==> src/rtl/uhe_pkg.sv <==
`default_nettype none
// ----------------------------------------------------------------------------
// uhe_pkg
// Shared types, constants and byte tables of the HTML-escaping UTF-8 encoder.
// ----------------------------------------------------------------------------
package uhe_pkg;

  localparam int unsigned QUEUE_DEPTH_DEF = 4;

  localparam int unsigned CP_W   = 21;
  localparam int unsigned BYTE_W = 8;
  localparam int unsigned LEN_W  = 3;

  localparam logic [CP_W-1:0] CP_AMP  = 21'h000026;
  localparam logic [CP_W-1:0] CP_QUOT = 21'h000022;
  localparam logic [CP_W-1:0] CP_APOS = 21'h000027;
  localparam logic [CP_W-1:0] CP_LT   = 21'h00003C;
  localparam logic [CP_W-1:0] CP_GT   = 21'h00003E;

  localparam logic [CP_W-1:0] LIM_1B = 21'h00007F;
  localparam logic [CP_W-1:0] LIM_2B = 21'h0007FF;
  localparam logic [CP_W-1:0] LIM_3B = 21'h00FFFF;
  localparam logic [CP_W-1:0] LIM_4B = 21'h10FFFF;

  localparam logic [BYTE_W-1:0] LEAD_2B = 8'hC0;
  localparam logic [BYTE_W-1:0] LEAD_3B = 8'hE0;
  localparam logic [BYTE_W-1:0] LEAD_4B = 8'hF0;
  localparam logic [BYTE_W-1:0] CONT_B  = 8'h80;

  localparam logic [LEN_W-1:0] LEN_NONE = 3'd0;
  localparam logic [LEN_W-1:0] LEN_1B   = 3'd1;
  localparam logic [LEN_W-1:0] LEN_2B   = 3'd2;
  localparam logic [LEN_W-1:0] LEN_3B   = 3'd3;
  localparam logic [LEN_W-1:0] LEN_4B   = 3'd4;
  localparam logic [LEN_W-1:0] LEN_AMP  = 3'd5;
  localparam logic [LEN_W-1:0] LEN_QUOT = 3'd6;
  localparam logic [LEN_W-1:0] LEN_APOS = 3'd6;
  localparam logic [LEN_W-1:0] LEN_LT   = 3'd4;
  localparam logic [LEN_W-1:0] LEN_GT   = 3'd4;

  // entity text, left aligned, zero padded
  localparam logic [47:0] ENT_AMP  = {"&amp;", 8'h00};
  localparam logic [47:0] ENT_QUOT = "&quot;";
  localparam logic [47:0] ENT_APOS = "&apos;";
  localparam logic [47:0] ENT_LT   = {"&lt;", 16'h0000};
  localparam logic [47:0] ENT_GT   = {"&gt;", 16'h0000};

  typedef enum logic [2:0] {
    KIND_UTF8,
    KIND_AMP,
    KIND_QUOT,
    KIND_APOS,
    KIND_LT,
    KIND_GT
  } kind_t;

  typedef struct packed {
    kind_t            kind;
    logic [LEN_W-1:0] len;
    logic [CP_W-1:0]  cp;
    logic             str_end;
  } item_desc_t;

  function automatic logic [BYTE_W-1:0] text_byte(logic [47:0] txt, logic [LEN_W-1:0] idx);
    logic [BYTE_W-1:0] b;
    unique case (idx)
      3'd0:    b = txt[47:40];
      3'd1:    b = txt[39:32];
      3'd2:    b = txt[31:24];
      3'd3:    b = txt[23:16];
      3'd4:    b = txt[15:8];
      default: b = txt[7:0];
    endcase
    return b;
  endfunction

  function automatic logic [BYTE_W-1:0] utf8_byte(logic [LEN_W-1:0] len,
                                                   logic [LEN_W-1:0] idx,
                                                   logic [CP_W-1:0]  cp);
    logic [BYTE_W-1:0] b;
    unique case (len)
      LEN_2B: begin
        if (idx == 3'd0) b = LEAD_2B | {3'b000, cp[10:6]};
        else             b = CONT_B | {2'b00, cp[5:0]};
      end
      LEN_3B: begin
        unique case (idx)
          3'd0:    b = LEAD_3B | {4'b0000, cp[15:12]};
          3'd1:    b = CONT_B | {2'b00, cp[11:6]};
          default: b = CONT_B | {2'b00, cp[5:0]};
        endcase
      end
      LEN_4B: begin
        unique case (idx)
          3'd0:    b = LEAD_4B | {5'b00000, cp[20:18]};
          3'd1:    b = CONT_B | {2'b00, cp[17:12]};
          3'd2:    b = CONT_B | {2'b00, cp[11:6]};
          default: b = CONT_B | {2'b00, cp[5:0]};
        endcase
      end
      default: b = cp[7:0];
    endcase
    return b;
  endfunction

  function automatic logic [BYTE_W-1:0] desc_byte(item_desc_t d, logic [LEN_W-1:0] idx);
    logic [BYTE_W-1:0] b;
    unique case (d.kind)
      KIND_AMP:  b = text_byte(ENT_AMP, idx);
      KIND_QUOT: b = text_byte(ENT_QUOT, idx);
      KIND_APOS: b = text_byte(ENT_APOS, idx);
      KIND_LT:   b = text_byte(ENT_LT, idx);
      KIND_GT:   b = text_byte(ENT_GT, idx);
      default:   b = utf8_byte(d.len, idx, d.cp);
    endcase
    return b;
  endfunction

endpackage
`default_nettype wire

==> src/rtl/uhe_front.sv <==
`default_nettype none
// ----------------------------------------------------------------------------
// uhe_front
// Accepts code points and classifies each into an entity or a UTF-8 length.
// ----------------------------------------------------------------------------
module uhe_front
  import uhe_pkg::*;
(
  input  wire logic            clk,
  input  wire logic            rst_n,
  input  wire logic            in_valid,
  output logic                 in_ready,
  input  wire logic [CP_W-1:0] in_code_point,
  input  wire logic            in_string_end,
  input  wire logic            q_full,
  output logic                 q_push,
  output item_desc_t           q_desc
);

  always_comb begin
    q_desc.cp      = in_code_point;
    q_desc.str_end = in_string_end;
    q_desc.kind    = KIND_UTF8;
    q_desc.len     = LEN_NONE;
    priority if (in_code_point == CP_AMP) begin
      q_desc.kind = KIND_AMP;
      q_desc.len  = LEN_AMP;
    end else if (in_code_point == CP_QUOT) begin
      q_desc.kind = KIND_QUOT;
      q_desc.len  = LEN_QUOT;
    end else if (in_code_point == CP_APOS) begin
      q_desc.kind = KIND_APOS;
      q_desc.len  = LEN_APOS;
    end else if (in_code_point == CP_LT) begin
      q_desc.kind = KIND_LT;
      q_desc.len  = LEN_LT;
    end else if (in_code_point == CP_GT) begin
      q_desc.kind = KIND_GT;
      q_desc.len  = LEN_GT;
    end else if (in_code_point <= LIM_1B) begin
      q_desc.len = LEN_1B;
    end else if (in_code_point <= LIM_2B) begin
      q_desc.len = LEN_2B;
    end else if (in_code_point <= LIM_3B) begin
      q_desc.len = LEN_3B;
    end else if (in_code_point <= LIM_4B) begin
      q_desc.len = LEN_4B;
    end else begin
      q_desc.len = LEN_NONE;
    end
  end

  assign in_ready = !q_full;
  // out of range beats are taken and dropped
  assign q_push   = in_valid && in_ready && (q_desc.len != LEN_NONE);

`ifndef NO_ASSERTIONS
  a_push_has_bytes: assert property (@(posedge clk) disable iff (!rst_n)
    q_push |-> (q_desc.len != LEN_NONE) && (q_desc.len <= LEN_QUOT))
    else $error("descriptor with bad length queued");
`endif

endmodule
`default_nettype wire

==> src/rtl/uhe_queue.sv <==
`default_nettype none
// ----------------------------------------------------------------------------
// uhe_queue
// Short descriptor queue between the classifier and the byte serializer.
// ----------------------------------------------------------------------------
module uhe_queue
  import uhe_pkg::*;
#(
  parameter int unsigned DEPTH = QUEUE_DEPTH_DEF
) (
  input  wire logic       clk,
  input  wire logic       rst_n,
  input  wire logic       push,
  input  item_desc_t      wdata,
  output logic            full,
  input  wire logic       pop,
  output logic            head_valid,
  output item_desc_t      head
);

  localparam int unsigned PTR_W = $clog2(DEPTH);
  localparam int unsigned CNT_W = $clog2(DEPTH + 1);

  item_desc_t       slots_r [DEPTH];
  logic [PTR_W-1:0] wr_ptr_r, wr_ptr_nxt;
  logic [PTR_W-1:0] rd_ptr_r, rd_ptr_nxt;
  logic [CNT_W-1:0] count_r, count_nxt;

  always_comb begin
    wr_ptr_nxt = wr_ptr_r;
    rd_ptr_nxt = rd_ptr_r;
    count_nxt  = count_r;
    if (push) begin
      wr_ptr_nxt = (wr_ptr_r == PTR_W'(DEPTH - 1)) ? '0 : wr_ptr_r + PTR_W'(1);
    end
    if (pop) begin
      rd_ptr_nxt = (rd_ptr_r == PTR_W'(DEPTH - 1)) ? '0 : rd_ptr_r + PTR_W'(1);
    end
    if (push && !pop) count_nxt = count_r + CNT_W'(1);
    else if (pop && !push) count_nxt = count_r - CNT_W'(1);
  end

  always_ff @(posedge clk) begin
    if (!rst_n) begin
      wr_ptr_r <= '0;
      rd_ptr_r <= '0;
      count_r  <= '0;
    end else begin
      wr_ptr_r <= wr_ptr_nxt;
      rd_ptr_r <= rd_ptr_nxt;
      count_r  <= count_nxt;
    end
  end

  always_ff @(posedge clk) begin
    if (push) slots_r[wr_ptr_r] <= wdata;
  end

  assign full       = (count_r == CNT_W'(DEPTH));
  assign head_valid = (count_r != '0);
  assign head       = slots_r[rd_ptr_r];

`ifndef NO_ASSERTIONS
  a_no_overflow: assert property (@(posedge clk) disable iff (!rst_n)
    push && !pop |-> !full)
    else $error("push into full queue");
  a_no_underflow: assert property (@(posedge clk) disable iff (!rst_n)
    pop |-> head_valid)
    else $error("pop from empty queue");
  a_ptrs_meet_empty: assert property (@(posedge clk) disable iff (!rst_n)
    (count_r == '0) |-> (wr_ptr_r == rd_ptr_r))
    else $error("pointers apart while queue empty");
`endif

endmodule
`default_nettype wire

==> src/rtl/uhe_back.sv <==
`default_nettype none
// ----------------------------------------------------------------------------
// uhe_back
// Serializes queued descriptors into bytes, one per beat, into the output
// register.
// ----------------------------------------------------------------------------
module uhe_back
  import uhe_pkg::*;
(
  input  wire logic              clk,
  input  wire logic              rst_n,
  input  wire logic              head_valid,
  input  item_desc_t             head,
  output logic                   pop,
  output logic                   out_valid,
  input  wire logic              out_ready,
  output logic [BYTE_W-1:0]      out_byte,
  output logic                   out_last,
  output logic                   out_string_done
);

  item_desc_t        cur_r, cur_nxt;
  logic              cur_valid_r, cur_valid_nxt;
  logic [LEN_W-1:0]  idx_r, idx_nxt;
  logic              out_valid_r, out_valid_nxt;
  logic [BYTE_W-1:0] out_byte_r, out_byte_nxt;
  logic              out_last_r, out_last_nxt;
  logic              out_done_r, out_done_nxt;

  item_desc_t        src;
  logic [LEN_W-1:0]  src_idx;
  logic              src_ok;
  logic              fin;
  logic              adv;

  always_comb begin
    src     = cur_valid_r ? cur_r : head;
    src_idx = cur_valid_r ? idx_r : '0;
    src_ok  = cur_valid_r || head_valid;
    fin     = (src_idx == LEN_W'(src.len - LEN_W'(1)));
    adv     = !out_valid_r || out_ready;

    cur_nxt       = cur_r;
    cur_valid_nxt = cur_valid_r;
    idx_nxt       = idx_r;
    out_valid_nxt = out_valid_r;
    out_byte_nxt  = out_byte_r;
    out_last_nxt  = out_last_r;
    out_done_nxt  = out_done_r;
    pop           = 1'b0;

    if (adv) begin
      out_valid_nxt = src_ok;
      if (src_ok) begin
        out_byte_nxt = desc_byte(src, src_idx);
        out_last_nxt = fin;
        out_done_nxt = fin && src.str_end;
      end
      if (cur_valid_r) begin
        if (fin) cur_valid_nxt = 1'b0;
        else     idx_nxt = idx_r + LEN_W'(1);
      end else if (head_valid) begin
        pop = 1'b1;
        // multi byte item: park it and continue from the second byte
        if (!fin) begin
          cur_nxt       = head;
          cur_valid_nxt = 1'b1;
          idx_nxt       = LEN_W'(1);
        end
      end
    end
  end

  always_ff @(posedge clk) begin
    if (!rst_n) begin
      cur_valid_r <= 1'b0;
      out_valid_r <= 1'b0;
    end else begin
      cur_valid_r <= cur_valid_nxt;
      out_valid_r <= out_valid_nxt;
    end
  end

  always_ff @(posedge clk) begin
    cur_r      <= cur_nxt;
    idx_r      <= idx_nxt;
    out_byte_r <= out_byte_nxt;
    out_last_r <= out_last_nxt;
    out_done_r <= out_done_nxt;
  end

  assign out_valid       = out_valid_r;
  assign out_byte        = out_byte_r;
  assign out_last        = out_last_r;
  assign out_string_done = out_done_r;

`ifndef NO_ASSERTIONS
  a_idx_in_run: assert property (@(posedge clk) disable iff (!rst_n)
    cur_valid_r |-> (idx_r != '0) && (idx_r < cur_r.len))
    else $error("byte index outside current run");
  a_done_on_last: assert property (@(posedge clk) disable iff (!rst_n)
    out_valid_r && out_done_r |-> out_last_r)
    else $error("string done flagged on non-final byte");
  a_run_continues: assert property (@(posedge clk) disable iff (!rst_n)
    cur_valid_r && !adv |=> cur_valid_r && $stable(idx_r))
    else $error("run advanced while output stalled");
`endif

endmodule
`default_nettype wire

==> src/rtl/utf8_encode_html_escape.sv <==
`default_nettype none
// ----------------------------------------------------------------------------
// utf8_encode_html_escape
// HTML-escaping UTF-8 encoder, top level.
//
// Input channel (in_valid/in_ready): one code point and an end-of-string flag
// per beat. Output channel (out_valid/out_ready): one byte per beat with
// out_last on the final byte of each code point and out_string_done on the
// final byte of a code point that carried the end-of-string flag.
// & " ' < > become the entities &amp; &quot; &apos; &lt; &gt; (4 to 6 bytes),
// every other code point its UTF-8 form (1 to 4 bytes), surrogates included.
// A code point above 0x10FFFF is taken and yields no bytes.
// The input beat is written into the descriptor queue and its first byte then
// into the output register. Throughput: one output byte per cycle while
// out_ready is high; input is taken back to back while the descriptor queue
// (QUEUE_DEPTH entries) has room.
// A stalled receiver holds the output register; the serializer and then the
// queue fill, and in_ready falls once the queue is full.
// Reset (rst_n low, synchronous) empties the queue and the output register.
// ----------------------------------------------------------------------------
module utf8_encode_html_escape
  import uhe_pkg::*;
#(
  parameter int unsigned QUEUE_DEPTH = QUEUE_DEPTH_DEF
) (
  input  wire logic              clk,
  input  wire logic              rst_n,
  input  wire logic              in_valid,
  output logic                   in_ready,
  input  wire logic [CP_W-1:0]   in_code_point,
  input  wire logic              in_string_end,
  output logic                   out_valid,
  input  wire logic              out_ready,
  output logic [BYTE_W-1:0]      out_byte,
  output logic                   out_last,
  output logic                   out_string_done
);

  logic       q_full;
  logic       q_push;
  item_desc_t q_desc;
  logic       q_pop;
  logic       q_head_valid;
  item_desc_t q_head;

  uhe_front u_front (
    .clk           (clk),
    .rst_n         (rst_n),
    .in_valid      (in_valid),
    .in_ready      (in_ready),
    .in_code_point (in_code_point),
    .in_string_end (in_string_end),
    .q_full        (q_full),
    .q_push        (q_push),
    .q_desc        (q_desc)
  );

  uhe_queue #(
    .DEPTH (QUEUE_DEPTH)
  ) u_queue (
    .clk        (clk),
    .rst_n      (rst_n),
    .push       (q_push),
    .wdata      (q_desc),
    .full       (q_full),
    .pop        (q_pop),
    .head_valid (q_head_valid),
    .head       (q_head)
  );

  uhe_back u_back (
    .clk             (clk),
    .rst_n           (rst_n),
    .head_valid      (q_head_valid),
    .head            (q_head),
    .pop             (q_pop),
    .out_valid       (out_valid),
    .out_ready       (out_ready),
    .out_byte        (out_byte),
    .out_last        (out_last),
    .out_string_done (out_string_done)
  );

endmodule
`default_nettype wire
==> config.mk <==
export PLATFORM = sky130hd
export DESIGN_NAME = utf8_encode_html_escape
export DESIGN_NICKNAME = d
export VERILOG_FILES = /design/src/rtl/uhe_pkg.sv /design/src/rtl/uhe_front.sv /design/src/rtl/uhe_queue.sv /design/src/rtl/uhe_back.sv /design/src/rtl/utf8_encode_html_escape.sv
export SDC_FILE = /design/constraint.sdc
export NUM_CORES = 1
export LEC_CHECK = 0
export BUFFER_PORTS_ARGS = -buffer_cell sky130_fd_sc_hd__buf_2
export CORE_MARGIN = 10
export CORE_UTILIZATION = 45
export DETAILED_ROUTE_END_ITERATION = 16
export GPL_TIMING_DRIVEN = 0
export PLACE_DENSITY_LB_ADDON = 0.25
export SETUP_SLACK_MARGIN = 0.1
export SYNTH_ARGS = -nofsm -noshare
export SYNTH_HDL_FRONTEND = slang
export SYNTH_HIERARCHICAL = 1
export SYNTH_SLANG_ARGS = --single-unit
==> constraint.sdc <==
create_clock -name clk -period 5.45 [get_ports clk]
set_input_delay 1.09 -clock clk [delete_from_list [all_inputs] [get_ports clk]]
set_output_delay 1.09 -clock clk [all_outputs]
set_load 0.01 [all_outputs]
==> metrics, run 1 <==
# hold bufs at CTS 0; area of the multi-input gates 2630 sq um; GRT Total Usage 16.9%; crit path launch u_back/cur_valid_r$_SDFFE_PN0N_; status finished clean; Lkg Pwr 3.09 nW; endpoints failing hold 0; max-slew violation count 0; Syn Nets 573; number of remaining DRC errors 0; area grow syn2layout 14.3%; Rows 48; Initial DRC Count 416; pin count of the biggest net entering global routing 29; commonest non-fill, non-tap cell in the layout edfxtp_1; delay-heaviest family, CP buffers and inverters; root buf cell clkbuf_16; Clk network pwr share 25.8%; clock latency on the worst-skew pair 420 ps; R2R depth 12; sequential element share of the synthesized area 61.7%; Post-synth EDFFs 153; crit-path max cell delay 560 ps; Die Area 23,000 sq um; Post-Synthesis Cells 535; R2R Setup Slk 1000 ps; Tmin final 4450 ps; Hold Crit Class reg -> reg; FF-to-FF Start u_back/cur_valid_r$_SDFFE_PN0N_; worst slew pin tran 920 ps; Top FF cell, synth edfxtp_1; Nets 628; antenna-violating nets left 0; CTS tree yes; final wirelength 18,400 um; via count 4,790; Overflow after GRT 0; antenna violations before repair 0; Rel. slew slack 38.5%; Area after DPL 8280 sq um; design area 8920 sq um; Clock Path Buffers 2; dpl hpwl 13,300 um; Crit. End Element register; commonest non-fill, non-tap cells in the layout edfxtp_1, buf_2, nor2_1, buf_4, nand2_1; first-pass GRT wire length 29,000 um; Vert. Die Dim 152 um; Synth area leaders edfxtp_1, mux4_2, dfxtp_1, mux4_1, mux2i_1; clock sinks 164; number of I/O pins 38; CP Class reg -> reg; Total Power Consumption 4.91 mW; CP Data Arrival Time 4670 ps; top cell type's share of synthesized area 58.9%; Setup-failing EPs final 0; Hold Crit Endpoint u_queue/count_r[2]$_SDFFE_PN0P_; Sw Pwr 1.77 mW; Vias/cell 5.79; DIE WIDTH 152 um; # port buffers 36; Peak VDD IR 0.235 mV; core area 17,100 sq um; hold path startpoint u_queue/count_r[2]$_SDFFE_PN0P_; crit-path max FO 10; fmax 225 MHz; Clock Pin Slew Worst Setup and Hold Paths 70 ps; Synth cell types 71; CP max-delay cell buf_1; share of cells above drive strength 1 23.7%; Core Util, Final 52.1%; WL per Instance 22.2 um; cell taking the most area after synthesis edfxtp_1; CTS buffer count 17; Synth async-reset ratio 0%; reg2reg end u_back/out_byte[6]$_DFFE_PP_; Startpoint Class register; final setup TNS 0 ps; Hold Path Stages 2; Switching Fraction 36.0%; Buf/Inv on CP 6; Final GP Congestion 0.928; Seq pwr share 37.8%; Post-Syn Area 7800 sq um; Comb pwr share 36.5%; synth warn 6; register area 4810 sq um; Worst Path Required 5670 ps; Setup Buffers After CTS 0; H-Tree Depth 4; #FFs+latches synth 164; mean area per synthesized cell 14.6 sq um; DRT Pass-1 Iters 5; Fillers 1,424; Cell Int Power 3.14 mW; final worst slack 1000 ps; unrepaired setup endpoints after global routing no; Initial Utilization 45.6%; worst-path cell chain buf_4 -> buf_4 -> clkbuf_1 -> buf_1 -> mux2i_1 -> inv_1 -> ha_1 -> or2_2 -> mux2i_1 -> clkbuf_1 -> a2111oi_0 -> nor4_1; vias in the first global route 5,000; Pwr per Cell Area 551 nW/um^2; max_cap viols 0; dpl ws 1060 ps; ant diodes 0; number of gates resized after CTS 0; Final period util 81.6%; clock skew 10.4 ps
-- stage by stage --
step / instances / hold WS, ps
floorplan: 535 / 467
global placement: 796 / 477
detailed placement: 796 / 523
CTS: 828 / 532
global route: 828 / 565
finish: 828 / 544
-- final cells by class --
| type | count | share of cell area, % |
|---|---|---|
| multi-input cells | 309 | 29.4 |
| clock buffers | 17 | 4.77 |
| well taps | 225 | 3.16 |
| plain buffers | 48 | 3.61 |
| inverters | 14 | 0.589 |
| clock inverters | 15 | 2.41 |
| repair buffers | 36 | 2.02 |
| flip-flops and latches | 164 | 54.0 |
-- worst max path at each step --
stage                                   endpoint  slack (ps)  cells past startpoint
finish              u_back/out_byte[6]$_DFFE_PP_        1000                     12
global route        u_back/out_byte[6]$_DFFE_PP_         690                     12
CTS                 u_back/out_byte[6]$_DFFE_PP_        1020                     12
detailed placement  u_back/out_byte[6]$_DFFE_PP_        1060                     12
global placement      u_back/cur_r[19]$_DFFE_PP_         -20                     10
floorplan              u_back/cur_r[0]$_DFFE_PP_        1460                     10
-- registers in the layout, indices dropped and copies added, names as in the netlist, named ones only --
name	flops
u_back/out_last	1
u_queue/rd_ptr_r	2
u_queue/slots_r	112
u_back/out_string_done	1
u_queue/count_r	3
u_back/out_valid	1
u_back/cur_r	28
u_queue/wr_ptr_r	2
u_back/idx_r	3
u_back/cur_valid_r	1
u_back/out_byte	8
-- cells in the mapped netlist (7+ instances only) --
master / count
mux4_1: 8
inv_1: 13
mux4_2: 20
buf_2: 8
dfxtp_1: 11
nor3_1: 7
a31oi_1: 10
nor2_1: 26
edfxtp_1: 153
nand3_1: 7
nand2_1: 21
mux2i_1: 20
a21oi_1: 20
ha_1: 11
clkbuf_1: 10
o31ai_1: 7
a211oi_1: 8
and2_1: 8
nor2b_1: 20
nand2b_1: 8
buf_4: 24
o21ai_0: 16
-- power by group through the flow --
| stage | combinational [mW] | sequential (mW) | clock [mW] |
|---|---|---|---|
| after detailed placement | 1.79 | 1.88 | 0 |
| final | 1.79 | 1.85 | 1.26 |
| after floorplan | 1.23 | 1.85 | 0 |
| after global routing | 1.97 | 1.88 | 1.35 |
| after CTS | 1.80 | 1.85 | 1.29 |
| after global placement | 1.79 | 1.88 | 0 |
-- routing by layer --
layer | vias up | global-route usage (%) | routed length (um)
met1 | 2419 | 22.4 | 8260
met5 | - | 0 | 0
met4 | 0 | 5.72 | 393
li1 | 2199 | - | -
met2 | 144 | 26.8 | 8820
met3 | 28 | 4.10 | 925
-- kinds of logic (layout without fill, tap and decap cells) --
family | after synthesis | count (layout) | synth area share (%)
AO/OA/AOI/OAI | 100 | 100 | 8.81
flip-flops | 164 | 164 | 61.7
XOR/XNOR | 10 | 10 | 1.12
multiplexers | 53 | 53 | 11.8
adder cells (fa/ha/maj) | 12 | 12 | 2.02
buffers and inverters | 62 | 130 | 4.80
AND/OR/NAND/NOR | 134 | 134 | 9.75
-- worst reg2reg max path, stage by stage (launching register included) --
cell and delay (ps):
dfxtp_1 310, buf_4 180, buf_4 220, clkbuf_1 510, buf_1 560, mux2i_1 450, inv_1 90, ha_1 280
or2_2 310, mux2i_1 260, clkbuf_1 460, a2111oi_0 260, nor4_1 360
(Power assumes the default switching activity.)
==> run 2, diff against run 1 <==
==> constraint.sdc (replaced) <==
create_clock -name clk -period 3.7 [get_ports clk]
set_input_delay 0.74 -clock clk [delete_from_list [all_inputs] [get_ports clk]]
set_output_delay 0.74 -clock clk [all_outputs]
set_load 0.01 [all_outputs]
==> run 2 against run 1 <==
Design area is 0.17% lower. Largest power group unchanged. Critical path type unchanged. Clock power is 35% higher. Largest cell class unchanged. Highest routed layer unchanged. Cell count is 0.12% higher. Clock skew is 7.1 ps higher. Global-route usage is 0.57 points lower.
==> metrics, run 2 (synthesis results as in run 1) <==
pin count of the biggest net entering global routing 29 (unchanged); Final GP Congestion 0.909 (was 0.928); commonest non-fill, non-tap cells in the layout edfxtp_1, buf_2, buf_4, nor2_1, nand2_1 (was edfxtp_1, buf_2, nor2_1, buf_4, nand2_1); ant diodes 0 (unchanged); CTS buffer count 17 (unchanged); Startpoint Class register (unchanged); Setup-failing EPs final 0 (unchanged); Crit. End Element register (unchanged); CP max-delay cell or2_2 (was buf_1); endpoints failing hold 0 (unchanged); Initial Utilization 45.6% (unchanged); Die Area 23,000 sq um (unchanged); CTS tree yes (unchanged); crit-path max cell delay 330 ps (was 560 ps); Reg with most FFs u_queue/slots_r (unchanged); Seq pwr share 38.2% (was 37.8%); register area 4810 sq um (unchanged); fmax 289 MHz (was 225 MHz); final worst slack 245 ps (was 1000 ps); Nets 629 (was 628); Clock Pin Slew Worst Setup and Hold Paths 70 ps (about the same); dpl ws -709 ps (was 1060 ps); Hold Slack 512 ps (was 544 ps); worst slew pin tran 926 ps (was 920 ps); Hold Crit Class in -> reg (was reg -> reg); Comb pwr share 38.1% (was 36.5%); Final period util 93.4% (was 81.6%); core area 17,100 sq um (unchanged); area grow syn2layout 14.1% (was 14.3%); DIE WIDTH 152 um (unchanged); clock latency on the worst-skew pair 430 ps (was 420 ps); commonest non-fill, non-tap cell in the layout edfxtp_1 (unchanged); CP Class reg -> reg (unchanged); root buf cell clkbuf_16 (unchanged); antenna-violating nets left 0 (unchanged); Vias/cell 5.77 (was 5.79); worst-path cell chain buf_4 -> buf_4 -> clkbuf_4 -> buf_4 -> mux2i_2 -> inv_1 -> ha_1 -> or2_2 -> mux2i_2 -> clkbuf_4 -> a31oi_1 -> a211o_1 (was buf_4 -> buf_4 -> clkbuf_1 -> buf_1 -> mux2i_1 -> inv_1 -> ha_1 -> or2_2 -> mux2i_1 -> clkbuf_1 -> a2111oi_0 -> nor4_1); first-pass GRT wire length 28,200 um (was 29,000 um); number of I/O pins 38 (unchanged); Initial DRC Count 382 (was 416); Lkg Pwr 3.08 nW (was 3.09 nW); CP Data Arrival Time 3620 ps (was 4670 ps); status finished clean (unchanged); Worst Path Required 3870 ps (was 5670 ps); unrepaired setup endpoints after global routing yes (was no); Core Util, Final 52.0% (was 52.1%); Cell Int Power 4.53 mW (was 3.14 mW); Clk network pwr share 23.7% (was 25.8%); share of cells above drive strength 1 25.0% (was 23.7%); antenna violations before repair 0 (unchanged); Tmin final 3450 ps (was 4450 ps); vias in the first global route 4,943 (was 5,000); max FFs per register 112 (unchanged); H-Tree Depth 4 (unchanged); Switching Fraction 37.0% (was 36.0%); number of remaining DRC errors 0 (unchanged); most frequent CP cell buf_4; Overflow after GRT 0 (unchanged); clock skew 17.5 ps (was 10.4 ps); Sw Pwr 2.66 mW (was 1.77 mW); crit-path max FO 10 (unchanged); Peak VDD IR 0.372 mV (was 0.235 mV); DRT Pass-1 Iters 5 (unchanged); Pwr per Cell Area 807 nW/um^2 (was 551 nW/um^2); Setup Buffers After CTS 0 (unchanged); # port buffers 36 (unchanged); Rel. slew slack 38.2% (was 38.5%); final wirelength 18,500 um (was 18,400 um); dpl hpwl 13,000 um (was 13,300 um); max-slew violation count 0 (unchanged); via count 4,781 (was 4,790); Clock Path Buffers 2 (unchanged); Fillers 1,460 (was 1,424); WL per Instance 22.3 um (was 22.2 um); GRT Total Usage 16.3% (was 16.9%); max_cap viols 0 (unchanged); area of the multi-input gates 2670 sq um (was 2630 sq um); Vert. Die Dim 152 um (unchanged); Rows 48 (unchanged); design area 8900 sq um (was 8920 sq um); clock sinks 164 (unchanged); Area after DPL 8280 sq um (unchanged)
## run 2: cell count changes in the layout (fill, tap and decap cells not counted), sizes merged
cell    change
clkbuf      +1
bufinv      -2
clkinv      +1
nor2b       +1
## run 2: layout make-up
type	count	share of cell area, %
flip-flops and latches	164	54.1
multi-input cells	310	29.9
clock inverters	14	1.59
well taps	225	3.16
clock buffers	18	4.82
inverters	14	0.590
plain buffers	48	3.78
repair buffers	36	2.02
## run 2: repair_timing
item / in CTS / in global routing
pin swaps: 0 / 0
setup endpoints to repair: 41 / 35
hold buffers: 0 / 0
resized for setup: 7 / 10
cloned: 0 / 1
## run 2: worst paths after layout
path	slack, ps	endpoint	cells past startpoint	start
worst max-delay path	250	u_back/out_byte[3]$_DFFE_PP_	12	u_back/cur_valid_r$_SDFFE_PN0N_
worst max register to register	250	u_back/out_byte[3]$_DFFE_PP_	12	u_back/cur_valid_r$_SDFFE_PN0N_
worst min-delay path	510	u_queue/slots_r[0][0]$_DFFE_PP_	1	in_string_end
worst min register to register	540	u_queue/count_r[2]$_SDFFE_PN0P_	2	u_queue/count_r[2]$_SDFFE_PN0P_
## run 2: worst max-delay path: cells and delay by family, from the launching register on
family                   cells  cell delay [ps]
adder cells (fa/ha/maj)      1              250
AO/OA/AOI/OAI                2              420
multiplexers                 2              520
AND/OR/NAND/NOR              1              330
buffers and inverters        6             1330
flip-flops                   1              320
## run 2: routing by layer
layer  GRT usage [%]  routed length, um  part of all wire, %  up-vias
met5               0                  0                    0        -
met4            7.15                424                  2.3        0
met3            3.03                922                  5.0       36
met2            26.1               8900                   48      177
met1            21.4               8240                   45     2369
li1                -                  -                    -     2199
## run 2: power groups by stage
stage	clock [mW]	sequential, mW	combinational, mW
2_1_floorplan	0	2.73	1.81
3_3_place_gp	0	2.77	2.60
3_5_place_dp	0	2.77	2.61
4_1_cts	1.73	2.74	2.63
5_1_grt	1.82	2.77	2.97
6_report	1.70	2.74	2.74
## run 2: metrics by stage
stage / power, mW / TNS [ps] / std cells
after floorplan: 4.54 / 0 / 535
after global placement: 5.38 / -47420 / 796
after detailed placement: 5.39 / -18310 / 796
after CTS: 7.10 / 0 / 828
after global routing: 7.57 / 0 / 829
final: 7.19 / 0 / 829
==> run 3, diff against run 2 <==
--- a/config.mk
+++ b/config.mk
@@ -10,7 +10,7 @@
 export CORE_UTILIZATION = 45
 export DETAILED_ROUTE_END_ITERATION = 16
 export GPL_TIMING_DRIVEN = 0
-export PLACE_DENSITY_LB_ADDON = 0.25
+export PLACE_DENSITY = 0.6
 export SETUP_SLACK_MARGIN = 0.1
 export SYNTH_ARGS = -nofsm -noshare
 export SYNTH_HDL_FRONTEND = slang
==> run 3 against run 2 <==
Design area is 0.69% higher. Clock power is 10% higher. Global-route usage is 0.23 points higher. Die area stayed put. First-iteration DRC count is 6.0% higher. Sequential power hardly changed. Routed wire length is 1.3% higher. Worst hold slack better by 5.0 ps. Critical path type unchanged. Largest power group is now combinational logic.
==> metrics, run 3 (synthesis results as in run 1) <==
status finished clean (unchanged); Clock Pin Slew Worst Setup and Hold Paths 60 ps (was 70 ps); Rel. slew slack 36.7% (was 38.2%); worst slew pin tran 946 ps (was 926 ps); Initial Utilization 45.6% (unchanged); clock latency on the worst-skew pair 420 ps (was 430 ps); Reg with most FFs u_queue/slots_r (unchanged); Die Area 23,000 sq um (unchanged); endpoints failing hold 0 (unchanged); core area 17,100 sq um (unchanged); # port buffers 36 (unchanged); CTS tree yes (unchanged); R2R Setup Slk 220 ps (was 250 ps); CTS buffer count 17 (unchanged); number of I/O pins 38 (unchanged); CP max-delay cell mux2i_4 (was or2_2); Nets 629 (unchanged); Hold Path Stages 2 (was 1); crit-path max FO 10 (unchanged); number of remaining DRC errors 0 (unchanged); dpl ws -753 ps (was -709 ps); Worst path depth 12 (unchanged); Final GP Congestion 0.895 (was 0.909); Pwr per Cell Area 822 nW/um^2 (was 807 nW/um^2); via count 4,876 (was 4,781); Buf/Inv on CP 6 (unchanged); FF-to-FF Start u_back/cur_valid_r$_SDFFE_PN0N_ (unchanged); antenna violations before repair 0 (unchanged); commonest non-fill, non-tap cell in the layout edfxtp_1 (unchanged); Crit. End Element register (unchanged); commonest non-fill, non-tap cells in the layout edfxtp_1, buf_2, buf_4, nor2_1, nand2_1 (unchanged); H-Tree Depth 4 (unchanged); Initial DRC Count 405 (was 382); Hold Crit Class reg -> reg (was in -> reg); Startpoint Class register (unchanged); GRT Total Usage 16.6% (was 16.3%); R2R depth 12 (unchanged); Clock Path Buffers 2 (unchanged); Peak VDD IR 0.397 mV (was 0.372 mV); crit path launch u_back/cur_valid_r$_SDFFE_PN0N_ (unchanged); dpl hpwl 13,000 um (about the same); CP Data Arrival Time 3650 ps (was 3620 ps); Tmin final 3480 ps (was 3450 ps); crit-path max cell delay 320 ps (was 330 ps); final worst slack 217 ps (was 245 ps); Switching Fraction 35.9% (was 37.0%); antenna-violating nets left 0 (unchanged); DIE WIDTH 152 um (unchanged); Comb pwr share 37.4% (was 38.1%); most frequent CP cell buf_4 (unchanged); share of cells above drive strength 1 24.7% (was 25.0%); max_cap viols 0 (unchanged); CP endpoint u_back/out_byte[5]$_DFFE_PP_ (was u_back/out_byte[3]$_DFFE_PP_); WL per Instance 22.6 um (was 22.3 um); CP Class reg -> reg (unchanged); reg2reg end u_back/out_byte[5]$_DFFE_PP_ (was u_back/out_byte[3]$_DFFE_PP_); Total Power Consumption 7.37 mW (was 7.19 mW); Setup-failing EPs final 0 (unchanged); ant diodes 0 (unchanged); max-slew violation count 0 (unchanged); Rows 48 (unchanged); Sw Pwr 2.64 mW (was 2.66 mW); Seq pwr share 37.2% (was 38.2%); Overflow after GRT 0 (unchanged); max FFs per register 112 (unchanged); root buf cell clkbuf_16 (unchanged); worst-path cell chain buf_4 -> buf_4 -> clkbuf_4 -> buf_4 -> mux2i_4 -> inv_1 -> ha_1 -> or2_2 -> mux2i_2 -> buf_4 -> a21oi_1 -> a211o_1 (was buf_4 -> buf_4 -> clkbuf_4 -> buf_4 -> mux2i_2 -> inv_1 -> ha_1 -> or2_2 -> mux2i_2 -> clkbuf_4 -> a31oi_1 -> a211o_1); Lkg Pwr 3.10 nW (was 3.08 nW); hold path startpoint u_queue/count_r[2]$_SDFFE_PN0P_ (was in_string_end); final wirelength 18,700 um (was 18,500 um); area grow syn2layout 14.9% (was 14.1%); Final period util 94.1% (was 93.4%); clock skew 6.85 ps (was 17.5 ps); Hold Slack 517 ps (was 512 ps); first-pass GRT wire length 28,300 um (was 28,200 um); Clk network pwr share 25.3% (was 23.7%); delay-heaviest family, CP buffers and inverters (unchanged); Vert. Die Dim 152 um (unchanged); DRT Pass-1 Iters 5 (unchanged); unrepaired setup endpoints after global routing no (was yes); vias in the first global route 4,870 (was 4,943); Worst Path Required 3870 ps (about the same); Vias/cell 5.88 (was 5.77); Cell Int Power 4.73 mW (was 4.53 mW); clock sinks 164 (unchanged); pin count of the biggest net entering global routing 29 (unchanged); fmax 287 MHz (was 289 MHz)
-- run 3: cell count changes in the layout (fill, tap and decap cells not counted) --
| cell | before | now |
|---|---|---|
| a2111oi_0 | 1 | 2 |
| a2111oi_1 | 1 | 0 |
| buf_2 | 43 | 44 |
| bufinv_16 | 1 | 4 |
| clkbuf_4 | 2 | 1 |
| clkinv_1 | 2 | 4 |
| clkinv_2 | 2 | 0 |
| clkinv_4 | 3 | 2 |
| inv_8 | 4 | 2 |
| mux2i_2 | 3 | 2 |
| mux2i_4 | 1 | 2 |
-- run 3: worst reg2reg max path: cells and delay by family (launching register included) --
family,cells,cell delay (ps)
AOI/OAI and AO/OA,2,430
adders and majority gates,1,260
buffers and inverters,6,1320
DFF,1,310
muxes,2,590
and+or+nand+nor,1,310
-- run 3: worst min path at each step --
stage | slack, ps | endpoint
6_report | 520 | u_queue/count_r[2]$_SDFFE_PN0P_
3_3_place_gp | 480 | u_queue/count_r[2]$_SDFFE_PN0P_
3_5_place_dp | 500 | u_queue/count_r[2]$_SDFFE_PN0P_
5_1_grt | 500 | u_queue/slots_r[3][0]$_DFFE_PP_
4_1_cts | 500 | u_queue/slots_r[2][0]$_DFFE_PP_
2_1_floorplan | 470 | u_queue/count_r[2]$_SDFFE_PN0P_
-- run 3: per-stage QoR --
| stage | util (%) | cell area (sq um) | setup TNS, ps | instances |
|---|---|---|---|---|
| after floorplan | - | 7800 | 0 | 535 |
| after global placement | 48.3 | 8270 | -59110 | 796 |
| after detailed placement | 48.3 | 8280 | -19830 | 796 |
| after CTS | 52.2 | 8940 | 0 | 829 |
| after global routing | 52.4 | 8960 | 0 | 829 |
| final | 52.4 | 8960 | 0 | 829 |
-- run 3: metal layers --
layer	routed length [um]	track usage (%)	vias up	share of wire (%)
li1	-	-	2202	-
met1	8440	21.4	2491	45
met2	9120	26.4	160	49
met3	848	3.89	23	4.5
met4	314	6.53	0	1.7
met5	0	0	-	0
-- run 3: power by group through the flow --
| stage | combinational, mW | clock, mW | sequential (mW) |
|---|---|---|---|
| CTS | 2.69 | 1.91 | 2.74 |
| detailed placement | 2.61 | 0 | 2.77 |
| floorplan | 1.81 | 0 | 2.73 |
| global placement | 2.60 | 0 | 2.77 |
| global route | 2.97 | 1.99 | 2.77 |
| finish | 2.76 | 1.87 | 2.75 |
-- run 3: cell type report --
cell class / instances / area (sq um)
fillers: 1464 / 8150
flip-flops and latches: 164 / 4810
multi-input cells: 310 / 2670
clock buffers: 18 / 429
plain buffers: 48 / 334
well taps: 225 / 282
clock inverters: 14 / 198
repair buffers: 36 / 180
inverters: 14 / 52.6
-- run 3: repair_timing --
item | 4_1_cts | 5_1_grt
setup endpoints to repair | 41 | 36
setup buffers | 0 | 0
hold buffers | 0 | 0
endpoints found under the hold margin | 0 | 0
gates cloned | 1 | 0
gates resized for setup | 9 | 8
